$ cat config.mk
export PLATFORM = sky130hd
export DESIGN_NAME = contiguous_ring_allocator
export DESIGN_NICKNAME = d
export VERILOG_FILES = /design/src/sv/cra_pkg.sv /design/src/sv/cra_front.sv /design/src/sv/cra_queue.sv /design/src/sv/cra_back.sv /design/src/sv/contiguous_ring_allocator.sv
export SDC_FILE = /design/constraint.sdc
export NUM_CORES = 1
export LEC_CHECK = 0
export ABC_CLOCK_PERIOD_IN_PS = 5600
export BUFFER_PORTS_ARGS = -buffer_cell sky130_fd_sc_hd__buf_2
export CORE_AREA = 5 5 215 165
export DETAILED_ROUTE_END_ITERATION = 8
export DIE_AREA = 0 0 220 170
export GPL_TIMING_DRIVEN = 0
export SYNTH_ARGS = -nofsm -noshare
export SYNTH_HDL_FRONTEND = slang
export SYNTH_HIERARCHICAL = 1
export SYNTH_SLANG_ARGS = --single-unit
export TNS_END_PERCENT = 100
$ cat constraint.sdc
create_clock -name aclk -period 5.6 [get_ports aclk]
set_input_delay 0.56 -clock aclk [delete_from_list [all_inputs] [get_ports aclk]]
set_output_delay 0.56 -clock aclk [all_outputs]
set_load 0.01 [all_outputs]
$ cat src/sv/cra_pkg.sv
// ----------------------------------------------------------------------------
// cra_pkg
// shared types, widths and status codes of the contiguous ring allocator
// ----------------------------------------------------------------------------
package cra_pkg;

    localparam int OFFSET_BITS = 16;
    localparam int CAP_BITS    = OFFSET_BITS + 1;
    localparam int SIZE_BITS   = 16;
    localparam int STATUS_BITS = 2;

    localparam logic [CAP_BITS-1:0] CAP_MIN = CAP_BITS'(2);
    localparam logic [CAP_BITS-1:0] CAP_MAX = CAP_BITS'(1) << OFFSET_BITS;

    // result status codes
    localparam logic [STATUS_BITS-1:0] ST_OK      = 2'd0;
    localparam logic [STATUS_BITS-1:0] ST_NOSPACE = 2'd1;
    localparam logic [STATUS_BITS-1:0] ST_PASSED  = 2'd2;

    // request commands
    localparam logic CMD_ALLOC   = 1'b0;
    localparam logic CMD_RELEASE = 1'b1;

    // request queue between front and back
    localparam int QUEUE_DEPTH = 2;
    localparam int QPTR_BITS   = (QUEUE_DEPTH > 1) ? $clog2(QUEUE_DEPTH) : 1;
    localparam int QCNT_BITS   = $clog2(QUEUE_DEPTH + 1);

    // classified request
    typedef struct packed {
        logic                 is_release;
        logic [SIZE_BITS-1:0] size;
    } req_t;

endpackage

$ cat src/sv/cra_front.sv
// ----------------------------------------------------------------------------
// cra_front
// request intake: registers and classifies, as long as the queue keeps taking them, one request per cycle
// ----------------------------------------------------------------------------
module cra_front import cra_pkg::*; (
    input  logic                 aclk,
    input  logic                 aresetn,
    input  logic                 in_valid,
    output logic                 in_ready,
    input  logic                 in_command,
    input  logic [SIZE_BITS-1:0] in_size,
    output logic                 out_valid,
    input  logic                 out_ready,
    output req_t                 out_req
);

    logic valid_reg, valid_next;
    req_t req_reg;
    logic take;

    assign in_ready   = !valid_reg || out_ready;
    assign take       = in_valid && in_ready;
    assign valid_next = take ? 1'b1 : (out_ready ? 1'b0 : valid_reg);

    always_ff @(posedge aclk) begin
        if (!aresetn) begin
            valid_reg <= 1'b0;
        end else begin
            valid_reg <= valid_next;
        end
    end

    always_ff @(posedge aclk) begin
        if (take) begin
            req_reg.is_release <= (in_command == CMD_RELEASE);
            req_reg.size       <= in_size;
        end
    end

    assign out_valid = valid_reg;
    assign out_req   = req_reg;

endmodule

$ cat src/sv/cra_queue.sv
// ----------------------------------------------------------------------------
// cra_queue
// short request queue decoupling intake from execution
// ----------------------------------------------------------------------------
module cra_queue import cra_pkg::*; (
    input  logic aclk,
    input  logic aresetn,
    input  logic wr_valid,
    output logic wr_ready,
    input  req_t wr_req,
    output logic rd_valid,
    input  logic rd_ready,
    output req_t rd_req
);

    req_t                 entry_reg [QUEUE_DEPTH];
    logic [QPTR_BITS-1:0] wr_ptr_reg, wr_ptr_next;
    logic [QPTR_BITS-1:0] rd_ptr_reg, rd_ptr_next;
    logic [QCNT_BITS-1:0] count_reg, count_next;
    logic                 push, pop;

    assign wr_ready = (count_reg != QCNT_BITS'(QUEUE_DEPTH));
    assign rd_valid = (count_reg != '0);
    assign push     = wr_valid && wr_ready;
    assign pop      = rd_valid && rd_ready;
    assign rd_req   = entry_reg[rd_ptr_reg];

    always_comb begin
        wr_ptr_next = wr_ptr_reg;
        rd_ptr_next = rd_ptr_reg;
        count_next  = count_reg;
        if (push) begin
            wr_ptr_next = (wr_ptr_reg == QPTR_BITS'(QUEUE_DEPTH - 1)) ? '0
                                                                      : wr_ptr_reg + 1'b1;
        end
        if (pop) begin
            rd_ptr_next = (rd_ptr_reg == QPTR_BITS'(QUEUE_DEPTH - 1)) ? '0
                                                                      : rd_ptr_reg + 1'b1;
        end
        if (push && !pop) begin
            count_next = count_reg + 1'b1;
        end else if (pop && !push) begin
            count_next = count_reg - 1'b1;
        end
    end

    always_ff @(posedge aclk) begin
        if (!aresetn) begin
            wr_ptr_reg <= '0;
            rd_ptr_reg <= '0;
            count_reg  <= '0;
        end else begin
            wr_ptr_reg <= wr_ptr_next;
            rd_ptr_reg <= rd_ptr_next;
            count_reg  <= count_next;
        end
    end

    always_ff @(posedge aclk) begin
        if (push) begin
            entry_reg[wr_ptr_reg] <= wr_req;
        end
    end

endmodule

$ cat src/sv/cra_back.sv
// ----------------------------------------------------------------------------
// cra_back
// executes allocate and release requests against the ring offsets
// ----------------------------------------------------------------------------
module cra_back import cra_pkg::*; (
    input  logic                   aclk,
    input  logic                   aresetn,
    input  logic                   cfg_fire,
    input  logic [CAP_BITS-1:0]    cfg_value,
    input  logic                   q_valid,
    output logic                   q_ready,
    input  req_t                   q_req,
    output logic                   res_valid,
    input  logic                   res_ready,
    output logic [STATUS_BITS-1:0] res_status,
    output logic [OFFSET_BITS-1:0] res_offset
);

    logic [CAP_BITS-1:0]    cap_reg, cap_next;
    logic [OFFSET_BITS-1:0] head_reg, head_next;
    logic [OFFSET_BITS-1:0] tail_reg, tail_next;
    logic [CAP_BITS-1:0]    wrap_reg, wrap_next;
    logic                   res_valid_reg, res_valid_next;
    logic [STATUS_BITS-1:0] status_reg, status_c;
    logic [OFFSET_BITS-1:0] offset_reg, offset_c;

    logic                   exec;
    logic [CAP_BITS-1:0]    size_w, head_w, tail_w;
    logic [CAP_BITS-1:0]    remain, head_end, rel_end, gap;
    logic                   fits;
    logic [CAP_BITS-1:0]    cap_sat;

    assign q_ready = !res_valid_reg || res_ready;
    assign exec    = q_valid && q_ready;

    assign size_w   = CAP_BITS'(q_req.size);
    assign head_w   = CAP_BITS'(head_reg);
    assign tail_w   = CAP_BITS'(tail_reg);
    assign remain   = (cap_reg > head_w) ? cap_reg - head_w : '0;
    assign head_end = head_w + size_w;
    assign rel_end  = tail_w + size_w;
    assign gap      = tail_w - head_w - CAP_BITS'(1);
    assign fits     = (remain >= size_w) && !((head_end == cap_reg) && (tail_reg == '0));

    // saturate the written capacity into the legal range
    always_comb begin
        cap_sat = cfg_value;
        if (cfg_value < CAP_MIN) begin
            cap_sat = CAP_MIN;
        end else if (cfg_value > CAP_MAX) begin
            cap_sat = CAP_MAX;
        end
    end

    always_comb begin
        cap_next  = cap_reg;
        head_next = head_reg;
        tail_next = tail_reg;
        wrap_next = wrap_reg;
        status_c  = ST_OK;
        offset_c  = '0;
        if (!q_req.is_release) begin
            if (head_reg >= tail_reg) begin
                if (fits) begin
                    offset_c  = head_reg;
                    head_next = (head_end >= cap_reg) ? '0 : OFFSET_BITS'(head_end);
                end else if (size_w < tail_w) begin
                    wrap_next = head_w;
                    head_next = OFFSET_BITS'(q_req.size);
                end else begin
                    status_c = ST_NOSPACE;
                end
            end else begin
                if (gap < size_w) begin
                    status_c = ST_NOSPACE;
                end else begin
                    offset_c  = head_reg;
                    head_next = OFFSET_BITS'(head_end);
                end
            end
        end else begin
            tail_next = OFFSET_BITS'(rel_end);
            if (wrap_reg != cap_reg) begin
                if (rel_end >= wrap_reg) begin
                    if (rel_end > wrap_reg) begin
                        status_c = ST_PASSED;
                    end
                    tail_next = '0;
                    wrap_next = cap_reg;
                end
            end else if (rel_end >= cap_reg) begin
                if (rel_end > cap_reg) begin
                    status_c = ST_PASSED;
                end
                tail_next = '0;
            end
        end
        if (!exec) begin
            head_next = head_reg;
            tail_next = tail_reg;
            wrap_next = wrap_reg;
        end
        // a capacity write restarts the ring
        if (cfg_fire) begin
            cap_next  = cap_sat;
            head_next = '0;
            tail_next = '0;
            wrap_next = cap_sat;
        end
    end

    assign res_valid_next = exec ? 1'b1 : (res_ready ? 1'b0 : res_valid_reg);

    always_ff @(posedge aclk) begin
        if (!aresetn) begin
            cap_reg       <= CAP_MAX;
            head_reg      <= '0;
            tail_reg      <= '0;
            wrap_reg      <= CAP_MAX;
            res_valid_reg <= 1'b0;
        end else begin
            cap_reg       <= cap_next;
            head_reg      <= head_next;
            tail_reg      <= tail_next;
            wrap_reg      <= wrap_next;
            res_valid_reg <= res_valid_next;
        end
    end

    always_ff @(posedge aclk) begin
        if (exec) begin
            status_reg <= status_c;
            offset_reg <= offset_c;
        end
    end

    assign res_valid  = res_valid_reg;
    assign res_status = status_reg;
    assign res_offset = offset_reg;

    a_head_in_store: assert property (@(posedge aclk) disable iff (!aresetn)
        CAP_BITS'(head_reg) < cap_reg)
        else $error("allocation offset outside the store");

    a_tail_in_store: assert property (@(posedge aclk) disable iff (!aresetn)
        CAP_BITS'(tail_reg) < cap_reg)
        else $error("release offset outside the store");

    a_wrap_bound: assert property (@(posedge aclk) disable iff (!aresetn)
        wrap_reg <= cap_reg)
        else $error("wrap mark beyond capacity");

    a_refusal_keeps_head: assert property (@(posedge aclk) disable iff (!aresetn)
        (exec && !cfg_fire && status_c == ST_NOSPACE) |=> $stable(head_reg))
        else $error("refused allocation moved the allocation offset");

    a_result_held: assert property (@(posedge aclk) disable iff (!aresetn)
        (res_valid_reg && !res_ready) |=> (res_valid_reg && $stable(status_reg)
                                          && $stable(offset_reg)))
        else $error("stalled result changed");

endmodule

$ cat src/sv/contiguous_ring_allocator.sv
// ----------------------------------------------------------------------------
// contiguous_ring_allocator
// hands out contiguous regions of a circular byte store in fifo order
// ----------------------------------------------------------------------------
// requests arrive on the s_ stream: s_tuser is the command (allocate or
// release), s_tdata the byte count. every request yields exactly one result
// on the m_ stream: m_tuser carries the status (ok, no space, release passed
// boundary), m_tdata the start offset of an allocated region, else 0.
// the capacity register is written on the cfg_ channel, which is always
// ready; a write saturates the value to 2..65536 and restarts the ring, so
// it belongs only to times when no request is in flight.
// a request passes an intake register, the two-entry request queue and the
// result register. throughput is one request per cycle while m_tready
// stays high, set by the offset update in the back end.
// when the receiver stalls, the result register holds its value, the queue
// fills, and the intake keeps taking requests until the queue and the intake
// register are both full; then s_tready drops.
// reset clears all offsets, empties the queue and sets capacity to 65536.
// ----------------------------------------------------------------------------
module contiguous_ring_allocator import cra_pkg::*; (
    input  logic                aclk,
    input  logic                aresetn,
    // request stream
    input  logic                s_tvalid,
    output logic                s_tready,
    input  logic [15:0]         s_tdata,   // [15:0] size
    input  logic [0:0]          s_tuser,   // [0] command
    // result stream
    output logic                m_tvalid,
    input  logic                m_tready,
    output logic [15:0]         m_tdata,   // [15:0] offset
    output logic [1:0]          m_tuser,   // [1:0] status
    // capacity register write
    input  logic                cfg_valid,
    output logic                cfg_ready,
    input  logic [CAP_BITS-1:0] cfg_wdata
);

    logic                   fr_valid, fr_ready;
    req_t                   fr_req;
    logic                   bk_valid, bk_ready;
    req_t                   bk_req;
    logic [STATUS_BITS-1:0] res_status;
    logic [OFFSET_BITS-1:0] res_offset;

    // capacity writes never stall
    assign cfg_ready = 1'b1;

    // intake and classification
    cra_front u_front (
        .aclk       (aclk),
        .aresetn    (aresetn),
        .in_valid   (s_tvalid),
        .in_ready   (s_tready),
        .in_command (s_tuser[0]),
        .in_size    (s_tdata[SIZE_BITS-1:0]),
        .out_valid  (fr_valid),
        .out_ready  (fr_ready),
        .out_req    (fr_req)
    );

    // decoupling queue
    cra_queue u_queue (
        .aclk     (aclk),
        .aresetn  (aresetn),
        .wr_valid (fr_valid),
        .wr_ready (fr_ready),
        .wr_req   (fr_req),
        .rd_valid (bk_valid),
        .rd_ready (bk_ready),
        .rd_req   (bk_req)
    );

    // offset bookkeeping and result register
    cra_back u_back (
        .aclk       (aclk),
        .aresetn    (aresetn),
        .cfg_fire   (cfg_valid && cfg_ready),
        .cfg_value  (cfg_wdata),
        .q_valid    (bk_valid),
        .q_ready    (bk_ready),
        .q_req      (bk_req),
        .res_valid  (m_tvalid),
        .res_ready  (m_tready),
        .res_status (res_status),
        .res_offset (res_offset)
    );

    assign m_tuser = res_status;
    assign m_tdata = 16'(res_offset);

endmodule

==> flow_metrics.env, run 1 <==
export IMPL_die_x_um=220
export IMPL_row_count=58
export IMPL_drtPass1Iterations=5
export IMPL_ant_nets=0
export IMPL_wl_per_cell_um=20.9
export IMPL_async_flop_share=0
export IMPL_boundaryPins=60
export IMPL_synth_most_common_cell="ha_1"
export IMPL_slew_limit_headroom=0.346
export IMPL_crit_path_start_kind="flip-flop"
export IMPL_final_nets=1568
export IMPL_grt_util_met2=0.276
export IMPL_start_util=0.346
export IMPL_drc=0
export IMPL_grt_overflow_total=0
export IMPL_skew_ns=0.0203
export IMPL_largest_reg_flops=34
export IMPL_synth_top_cell_area_share=0.196
export IMPL_fin_crit_sh=1.02
export IMPL_path_max_fanout=7
export IMPL_ys_top_cells_by_area="ha_1 20%, edfxtp_1 18%, dfxtp_1 13%"
export IMPL_ys_seq_elements=142
export IMPL_synth_fp_nets=1475
export IMPL_grtUsageMet3=0.0590
export IMPL_powerDensity_nw_per_um2=495
export IMPL_grt_max_degree=21
export IMPL_cts_max_level=4
export IMPL_hold_viol=0
export IMPL_violations="negative setup slack"
export IMPL_yosysSeqAreaShare=0.309
export IMPL_hold_buffers=0
export IMPL_synth_top_family_by_area="compound AO/OA/AOI/OAI gates"
export IMPL_p_total_uw=6600
export IMPL_clk_latency_ns=0.45
export IMPL_vias=9969
export IMPL_synthCells=1253
export IMPL_synth_area_per_cell_sq_um=9.14
export IMPL_yosys_warnings=6
export IMPL_gp_congestion=0.973
export IMPL_vdd_drop_max_mv=0.287
export IMPL_hp_start="s_tdata[3]"
export IMPL_syn_area_sq_um=11400
export IMPL_yosysTopAreaCell="ha_1"
export IMPL_cts_tree="yes"
export IMPL_post_dp_hpwl_um=30500
export IMPL_synthTopCellsByCount="179 x ha_1, 115 x inv_1, 105 x a21oi_1, 88 x nand2_1, 85 x nor2_1"
export IMPL_grt_pass1_wl_um=56400
export IMPL_slew_violations=0
export IMPL_area_growth_pct=16.5
export IMPL_numClockSinks=142
export IMPL_cp_arrival_ns=6.03
export IMPL_portBuffers=58
export IMPL_drive_above_1_share=0.155
export IMPL_rr_worst_depth=23
export IMPL_core_sq_um=33100
export IMPL_cap_viol_max_count=0
export IMPL_synth_edff_count=69
export IMPL_synth_simple_area_share=0.148
export IMPL_fmax_ghz=0.175
export IMPL_drt_wl_total_um=37900
export IMPL_worstSetupPathType="flip-flop to flip-flop"
export IMPL_status="finished, violations left"
export IMPL_synthAdderAreaFrac=0.203
export IMPL_min_path_type="input pin to flip-flop"
export IMPL_fin_crit_ns=5.72
export IMPL_leakage_uw=0.00542
export IMPL_drtIter0Drc=1103
export IMPL_rsz0062_at_grt="true"
export IMPL_cts_buffers=17
export IMPL_n_fill_cell=3358
export IMPL_holdWs_ns=0.288
export IMPL_clk_pin_slew_ns=0.08
export IMPL_worst_slew_pin_slew_ns=0.956
export IMPL_vias_per_cell=5.51
export IMPL_synth_xor_area_frac=0.0558
export IMPL_fin_ws_ns=-0.120
export IMPL_cts_buffer_depth=2
export IMPL_chipHeight_um=170
export IMPL_setup_tns_ns=-0.463
export IMPL_synth_compound_area_share=0.210
export IMPL_cp_required_ns=5.91
export IMPL_grt_usage=0.200
export IMPL_antenna_cells=0
export IMPL_synth_flop_cell="dfxtp_1"
export IMPL_hold_path_depth=1
export IMPL_met1_usage=0.302
export IMPL_setup_viol=10
export IMPL_gr_max_usage_layer="met1"
export IMPL_grt_pass1_vias=9423
export IMPL_dieArea_sq_um=37400
export IMPL_grt_antenna_before_repair=0
export IMPL_cts_root_buf="clkbuf_16"
export IMPL_cp_end_kind="flip-flop"
export IMPL_synth_mux_area_frac=0.0237
export IMPL_ys_types=86
metrics by stage:
step	cell area, sq um	instances	util	setup WS [ns]
global placement	12300	1761	0.372	-1.18
CTS	13100	1803	0.396	0.00675
global route	13300	1809	0.403	-0.212
finish	13300	1809	0.403	-0.120
floorplan	11400	1253	-	0.265
detailed placement	12300	1761	0.372	-1.18
what timing repair did:
action	in CTS	in global routing
cloned	0	1
pin swaps	10	6
endpoints found under the setup margin	50	60
gates resized for setup	31	46
buffers inserted	10	6
logic make-up after synthesis:
logic type               count (synthesis)
AO/OA/AOI/OAI                          347
AND/OR/NAND/NOR                        331
adder cells (fa/ha/maj)                183
buffers and inverters                  151
flip-flops                             142
XOR/XNOR                                73
multiplexers                            25
other                                    1
final timing paths:
| kind | to | slack (ns) |
|---|---|---|
| worst min-delay path | u_front/out_req[3]$_DFFE_PP_ | 0.29 |
| worst min register to register | u_queue/entry_reg[0][10]$_DFFE_PP_ | 0.45 |
| worst max-delay path | u_back/wrap_reg[8]$_SDFFE_PN0P_ | -0.12 |
| worst max register to register | u_back/wrap_reg[8]$_SDFFE_PN0P_ | -0.12 |
metal layers:
metal	wire length, um	share of wire
met1	18200	0.48
met4	906	0.024
met3	3930	0.10
met5	0	0
met2	14800	0.39
cells in the final DEF, fill, tap and decap left out, drive strengths merged, types with 7 or more instances in the layout:
cell type / count
buf: 88
a211oi: 25
o21a: 13
or3: 8
nor3: 20
xnor2: 52
inv: 125
nand3: 17
a221oi: 9
mux2i: 8
and2: 8
nor4: 30
nor2: 85
o21ai: 68
o21bai: 10
or2: 7
a21o: 27
o2bb2ai: 17
xor2: 21
nor2b: 17
dfxtp: 73
nand4: 19
clkbuf: 38
ha: 179
a21oi: 111
mux2: 17
o211ai: 11
nand2: 89
nand2b: 9
edfxtp: 69
critical path: stages (launching register included):
cell	delay, ns
dfxtp_2	0.32
buf_6	0.12
mux2_4	0.35
ha_4	0.18
fa_2	0.35
a21oi_2	0.17
o211ai_1	0.15
o211a_1	0.27
o21a_1	0.19
o31a_1	0.29
o41ai_4	0.27
o21bai_1	0.11
a21o_1	0.23
ha_4	0.28
nand4_1	0.19
nor4_4	0.45
a31oi_1	0.15
o211ai_1	0.16
a211oi_4	0.09
nor3_4	0.34
a311oi_4	0.24
buf_4	0.23
a221oi_2	0.32
a211oi_1	0.11
power by group:
group          leakage (uW)  switching [uW]  internal [uW]
Sequential          0.00125             126           1260
Combinational       0.00389            2470           1620
Clock              0.000278             528            592
Total               0.00542            3130           3480
cell type report:
| cell class | count | area, sq um | area share |
|---|---|---|---|
| tap | 450 | 563 | 0.0422 |
| buffer | 33 | 190 | 0.0143 |
| inverter | 117 | 439 | 0.0329 |
| timing repair buffer | 75 | 434 | 0.0326 |
| clock buffer | 18 | 429 | 0.0322 |
| clock inverter | 14 | 144 | 0.0108 |
| multi-input combinational | 960 | 7600 | 0.570 |
| sequential | 142 | 3540 | 0.265 |
(Power assumes the default switching activity.)
==> run 2: changes to the inputs <==
--- a/config.mk
+++ b/config.mk
@@ -10,7 +10,6 @@
 export CORE_AREA = 5 5 215 165
 export DETAILED_ROUTE_END_ITERATION = 8
 export DIE_AREA = 0 0 220 170
-export GPL_TIMING_DRIVEN = 0
 export SYNTH_ARGS = -nofsm -noshare
 export SYNTH_HDL_FRONTEND = slang
 export SYNTH_HIERARCHICAL = 1
==> flow_metrics.env, run 2 (same netlist as run 1, synthesis figures left out) <==
export IMPL_status="finished, final reports clean"
export IMPL_antenna_cells=0
export IMPL_post_dp_hpwl_um=31800
export IMPL_cts_buffers=17
export IMPL_wl_per_cell_um=22.0
export IMPL_grt_overflow_total=0
export IMPL_critPathSlowestCell="mux2_2"
export IMPL_setup_tns_ns=0
export IMPL_area_growth_pct=16.6
export IMPL_cp_end_kind="flip-flop"
export IMPL_cts_root_buf="clkbuf_16"
export IMPL_clk_latency_ns=0.45
export IMPL_grt_max_degree=49
export IMPL_setup_viol=0
export IMPL_cp_required_ns=5.99
export IMPL_stdcell_count=1804
export IMPL_dpl_cell_count=1767
export IMPL_drc=0
export IMPL_numClockSinks=142
export IMPL_skew_ns=0.00903
export IMPL_post_route_util=0.403
export IMPL_hold_path_depth=1
export IMPL_fin_crit_sh=0.968
export IMPL_path_max_fanout=14
export IMPL_start_util=0.346
export IMPL_p_int_uw=3540
export IMPL_hold_viol=0
export IMPL_hold_buffers=0
export IMPL_slew_limit_headroom=0.278
export IMPL_cap_viol_max_count=0
export IMPL_drtIter0Drc=1246
export IMPL_worst_slew_pin_slew_ns=1.08
export IMPL_vias_per_cell=5.68
export IMPL_crit_path_start_kind="flip-flop"
export IMPL_fin_crit_ns=5.42
export IMPL_boundaryPins=60
export IMPL_slowest_delay_ns=0.44
export IMPL_cts_tree="yes"
export IMPL_swShare=0.473
export IMPL_drt_wl_total_um=39800
export IMPL_min_path_type="input pin to flip-flop"
export IMPL_final_cell_mix="176 x ha_1, 115 x inv_1, 104 x a21oi_1"
export IMPL_largest_reg_flops=34
export IMPL_layout_commonest_cell="ha_1"
export IMPL_sequentialPowerShare=0.206
export IMPL_powerDensity_nw_per_um2=503
export IMPL_slew_violations=0
export IMPL_hp_start="s_tdata[10]"
export IMPL_row_count=58
export IMPL_grt_antenna_before_repair=1
export IMPL_ant_nets=0
export IMPL_grt_usage=0.209
export IMPL_leakage_uw=0.00547
export IMPL_cts_buffer_depth=2
export IMPL_worstHoldEndpoint="u_front/out_req[10]$_DFFE_PP_"
export IMPL_cts_max_level=4
export IMPL_pwr_share_clk=0.178
export IMPL_rr_worst_depth=22
export IMPL_switching_power_uw=3180
export IMPL_fmax_ghz=0.185
export IMPL_dieArea_sq_um=37400
export IMPL_worstReg2RegEnd="u_back/head_reg[1]$_SDFFE_PP0P_"
export IMPL_comb_power_share=0.616
export IMPL_cp_arrival_ns=5.81
export IMPL_die_x_um=220
export IMPL_final_nets=1563
export IMPL_drive_above_1_share=0.157
export IMPL_gp_congestion=0.964
export IMPL_core_sq_um=33100
export IMPL_portBuffers=58
export IMPL_worstSetupPathType="flip-flop to flip-flop"
export IMPL_dpl_cell_area_sq_um=12500
export IMPL_drtPass1Iterations=6
export IMPL_rrSetupSlack_ns=0.18
export IMPL_vdd_drop_max_mv=0.268
export IMPL_worstPathCellList="buf_6, mux2_2, ha_4, or3_1, o211a_1, o21a_1, o31a_1, o41ai_2, buf_4, o21bai_1, a21o_1, ha_4, nand4_1, nor4_2, buf_4, a31oi_4, o211ai_1, a211oi_4, nor3_4, a2111o_1, a211o_4, o2bb2ai_4"
export IMPL_p_total_uw=6720
export IMPL_grt_pass1_vias=9579
export IMPL_grt_pass1_wl_um=58600
export IMPL_vias=10200
export IMPL_chipHeight_um=170
export IMPL_fin_area_sq_um=13300
export IMPL_clk_pin_slew_ns=0.07
[run 2: cell types whose count changed in the layout (fill, tap and decap cells not counted), moves of 4 or more]
cell       before  now
a221oi_2        4    0
buf_4          20   39
o2bb2ai_1       7    1
nor2_2          5    0
a221oi_4        5    0
clkbuf_1       17    0
a221oi_1        0    9
inv_8           3    7
nor2_1         80   85
o2bb2ai_2      10   14
[run 2: layer usage]
metal	track usage	wire (um)	share of wire
met1	0.308	18200	0.46
met2	0.283	15800	0.40
met3	0.0731	4740	0.12
met4	0.0610	933	0.023
met5	0.0179	107	0.0027
[run 2: how the worst max path moves through the flow]
stage	slack, ns	end	start	cells after the start
6_report	0.18	u_back/head_reg[1]$_SDFFE_PP0P_	flip-flop	22
5_1_grt	-0.005	u_back/head_reg[9]$_SDFFE_PP0P_	flip-flop	21
4_1_cts	0.03	u_back/head_reg[4]$_SDFFE_PP0P_	flip-flop	23
3_5_place_dp	-0.04	u_back/head_reg[4]$_SDFFE_PP0P_	flip-flop	23
3_3_place_gp	0.12	u_back/head_reg[2]$_SDFFE_PP0P_	flip-flop	23
2_1_floorplan	0.27	u_back/wrap_reg[10]$_SDFFE_PN0P_	flip-flop	23
[run 2: worst max-delay path: cells and delay by family, from the launching register on]
| family | cells | cell delay [ns] |
|---|---|---|
| AOI/OAI and AO/OA | 12 | 2.95 |
| and+or+nand+nor | 4 | 0.62 |
| buffers and inverters | 3 | 0.52 |
| muxes | 1 | 0.44 |
| adders and majority gates | 2 | 0.43 |
| DFF | 1 | 0.37 |
[run 2: stage by stage]
| step | setup WS, ns | hold WS, ns |
|---|---|---|
| floorplan | 0.265 | 0.421 |
| global placement | 0.124 | 0.428 |
| detailed placement | -0.0371 | 0.437 |
| CTS | 0.0256 | 0.264 |
| global route | -0.00522 | 0.260 |
| finish | 0.181 | 0.281 |
[run 2: final cells by class]
class                           instances  area [sq um]
Clock inverter                         15           184
Timing Repair Buffer                  102           679
Tap cell                              450           563
Sequential cell                       142          3540
Clock buffer                           17           425
Fill cell                            3353         19700
Inverter                              117           439
Multi-Input combinational cell        961          7520
[run 2: power groups by stage]
stage	clock network [uW]	logic [uW]	registers, uW
after CTS	1210	3970	1370
after floorplan	0	2780	1380
after detailed placement	0	3930	1400
after global routing	1250	4510	1400
final	1200	4140	1380
after global placement	0	3850	1390
[run 2: repair_timing]
action	CTS	global route
setup buffers	0	3
gates resized for setup	2	29
setup endpoints to repair	16	53
cloned	1	1
pin swaps	1	20
==> run 3: changes to the inputs <==
--- a/config.mk
+++ b/config.mk
@@ -7,9 +7,10 @@
 export LEC_CHECK = 0
 export ABC_CLOCK_PERIOD_IN_PS = 5600
 export BUFFER_PORTS_ARGS = -buffer_cell sky130_fd_sc_hd__buf_2
-export CORE_AREA = 5 5 215 165
+export CORE_AREA = 5 5 187 144
 export DETAILED_ROUTE_END_ITERATION = 8
-export DIE_AREA = 0 0 220 170
+export DIE_AREA = 0 0 192 149
+export PLACE_DENSITY = 0.65
 export SYNTH_ARGS = -nofsm -noshare
 export SYNTH_HDL_FRONTEND = slang
 export SYNTH_HIERARCHICAL = 1
==> flow_metrics.env, run 3 (same netlist as run 1, synthesis figures left out) <==
export IMPL_p_total_uw=6530
export IMPL_worst_slew_pin_slew_ns=0.894
export IMPL_cts_root_buf="clkbuf_16"
export IMPL_switching_power_uw=3090
export IMPL_post_dp_hpwl_um=30400
export IMPL_vdd_drop_max_mv=0.260
export IMPL_cap_viol_max_count=0
export IMPL_path_max_fanout=17
export IMPL_drtPass1Iterations=8
export IMPL_n_fill_cell=2260
export IMPL_skew_ns=0.0123
export IMPL_cp_end_kind="flip-flop"
export IMPL_clk_latency_ns=0.44
export IMPL_grt_max_degree=49
export IMPL_die_x_um=192
export IMPL_row_count=50
export IMPL_grt_overflow_total=0
export IMPL_vias=10200
export IMPL_grt_antenna_before_repair=1
export IMPL_cp_required_ns=5.89
export IMPL_wl_per_cell_um=22.8
export IMPL_start_util=0.463
export IMPL_drt_wl_total_um=38400
export IMPL_cts_buffer_depth=2
export IMPL_ant_nets=0
export IMPL_fin_ws_ns=0.230
export IMPL_grt_pass1_vias=9410
export IMPL_pwr_share_clk=0.169
export IMPL_fin_crit_sh=0.959
export IMPL_cts_max_level=4
export IMPL_dpl_cell_area_sq_um=12300
export IMPL_status="finished, final reports clean"
export IMPL_hold_viol=0
export IMPL_cts_buffers=17
export IMPL_grt_usage=0.263
export IMPL_cts_tree="yes"
export IMPL_sequentialPowerShare=0.211
export IMPL_powerDensity_nw_per_um2=503
export IMPL_vias_per_cell=6.08
export IMPL_grt_pass1_wl_um=56400
export IMPL_clk_pin_slew_ns=0.07
export IMPL_boundaryPins=60
export IMPL_slew_limit_headroom=0.403
export IMPL_numClockSinks=142
export IMPL_swShare=0.473
export IMPL_slew_violations=0
export IMPL_setup_viol=0
export IMPL_fin_area_sq_um=13000
export IMPL_area_growth_pct=13.5
export IMPL_drive_above_1_share=0.147
export IMPL_core_sq_um=24700
export IMPL_comb_power_share=0.620
export IMPL_crit_path_start_kind="flip-flop"
export IMPL_chipHeight_um=149
export IMPL_portBuffers=58
export IMPL_dieArea_sq_um=28600
export IMPL_cp_arrival_ns=5.66
export IMPL_fin_crit_ns=5.37
export IMPL_leakage_uw=0.00539
export IMPL_drtIter0Drc=1096
export IMPL_dpl_worst_slack_ns=0.0229
export IMPL_gp_congestion=0.988
export IMPL_final_cell_mix="177 x ha_1, 115 x inv_1, 102 x a21oi_1"
export IMPL_antenna_cells=0
export IMPL_min_path_type="input pin to flip-flop"
export IMPL_worstSetupPathType="flip-flop to flip-flop"
export IMPL_holdWs_ns=0.298
export IMPL_post_route_util=0.526
export IMPL_fmax_ghz=0.186
export IMPL_multi_input_area_sq_um=7410
export IMPL_layout_commonest_cell="ha_1"
export IMPL_final_nets=1556
export IMPL_largest_reg_flops=34
export IMPL_p_int_uw=3440
export IMPL_drc=0
export IMPL_seqCellArea_sq_um=3530
-- run 3: changes by cell type in the layout (fill, tap and decap cells not counted), moves of 3 or more --
cell       previous run  this run
a211oi_1             20        23
a211oi_2              4         1
buf_4                39        33
ha_4                  3         0
mux2_2               12        16
mux2_4                5         1
o2bb2ai_1             1         6
o2bb2ai_2            14        11
-- run 3: metrics by stage --
stage,instances,setup TNS (ns)
3_3_place_gp,1648,0
4_1_cts,1680,0
5_1_grt,1685,-0.0543
6_report,1685,0
2_1_floorplan,1253,0
3_5_place_dp,1648,0
-- run 3: worst max-delay path, cell delays in order, from the launching register on --
cell and delay, ns:
dfxtp_2 0.35, mux2_2 0.37, ha_2 0.22, fa_2 0.38, a21oi_2 0.18, o211ai_1 0.15, o211a_1 0.28, o21a_1 0.19
o31a_1 0.27, o41ai_2 0.21, buf_4 0.17, o21bai_1 0.06, a21o_1 0.18, ha_1 0.29, nand4_1 0.19, nor4_4 0.25
a31oi_1 0.16, a32o_1 0.28, nor3_4 0.32, a311oi_4 0.20, buf_12 0.21, a221oi_1 0.25, a211oi_1 0.08
-- run 3: layout make-up --
type	count	area share
multi-input cells	961	0.570
clock inverters	14	0.0106
clock buffers	18	0.0330
flip-flops and latches	142	0.272
well taps	338	0.0325
repair buffers	95	0.0479
inverters	117	0.0338
-- run 3: what timing repair did --
item	in CTS	in global routing
gates resized for setup	1	14
pin swaps	0	13
setup buffers	0	3
hold buffers	0	0
endpoints found under the setup margin	2	51
gates cloned	0	2
-- run 3: path summary, 6_finish.rpt --
kind | start | endpoint | slack [ns] | cells past startpoint
setup / recovery | flip-flop | u_back/wrap_reg[14]$_SDFFE_PN0P_ | 0.23 | 22
hold / removal | s_tdata[9] | u_front/out_req[9]$_DFFE_PP_ | 0.30 | 1
setup reg to reg | flip-flop | u_back/wrap_reg[14]$_SDFFE_PN0P_ | 0.23 | 22
hold reg to reg | u_front/out_req[8]$_DFFE_PP_ | u_queue/entry_reg[0][8]$_DFFE_PP_ | 0.44 | 0
-- run 3: per-layer routing --
metal,wire (um),up-vias,share of wire,global-route usage
met5,39,-,0.0010,0.0245
met3,4440,77,0.12,0.0770
met2,15500,563,0.40,0.370
li1,-,4756,-,-
met1,17400,4844,0.45,0.390
met4,997,4,0.026,0.0691
-- run 3: power groups by stage --
stage / Clock, uW / Sequential, uW / Combinational, uW
2_1_floorplan: 0 / 1380 / 2780
3_3_place_gp: 0 / 1390 / 3780
3_5_place_dp: 0 / 1400 / 3840
4_1_cts: 1120 / 1380 / 3870
5_1_grt: 1170 / 1390 / 4420
6_report: 1100 / 1380 / 4050
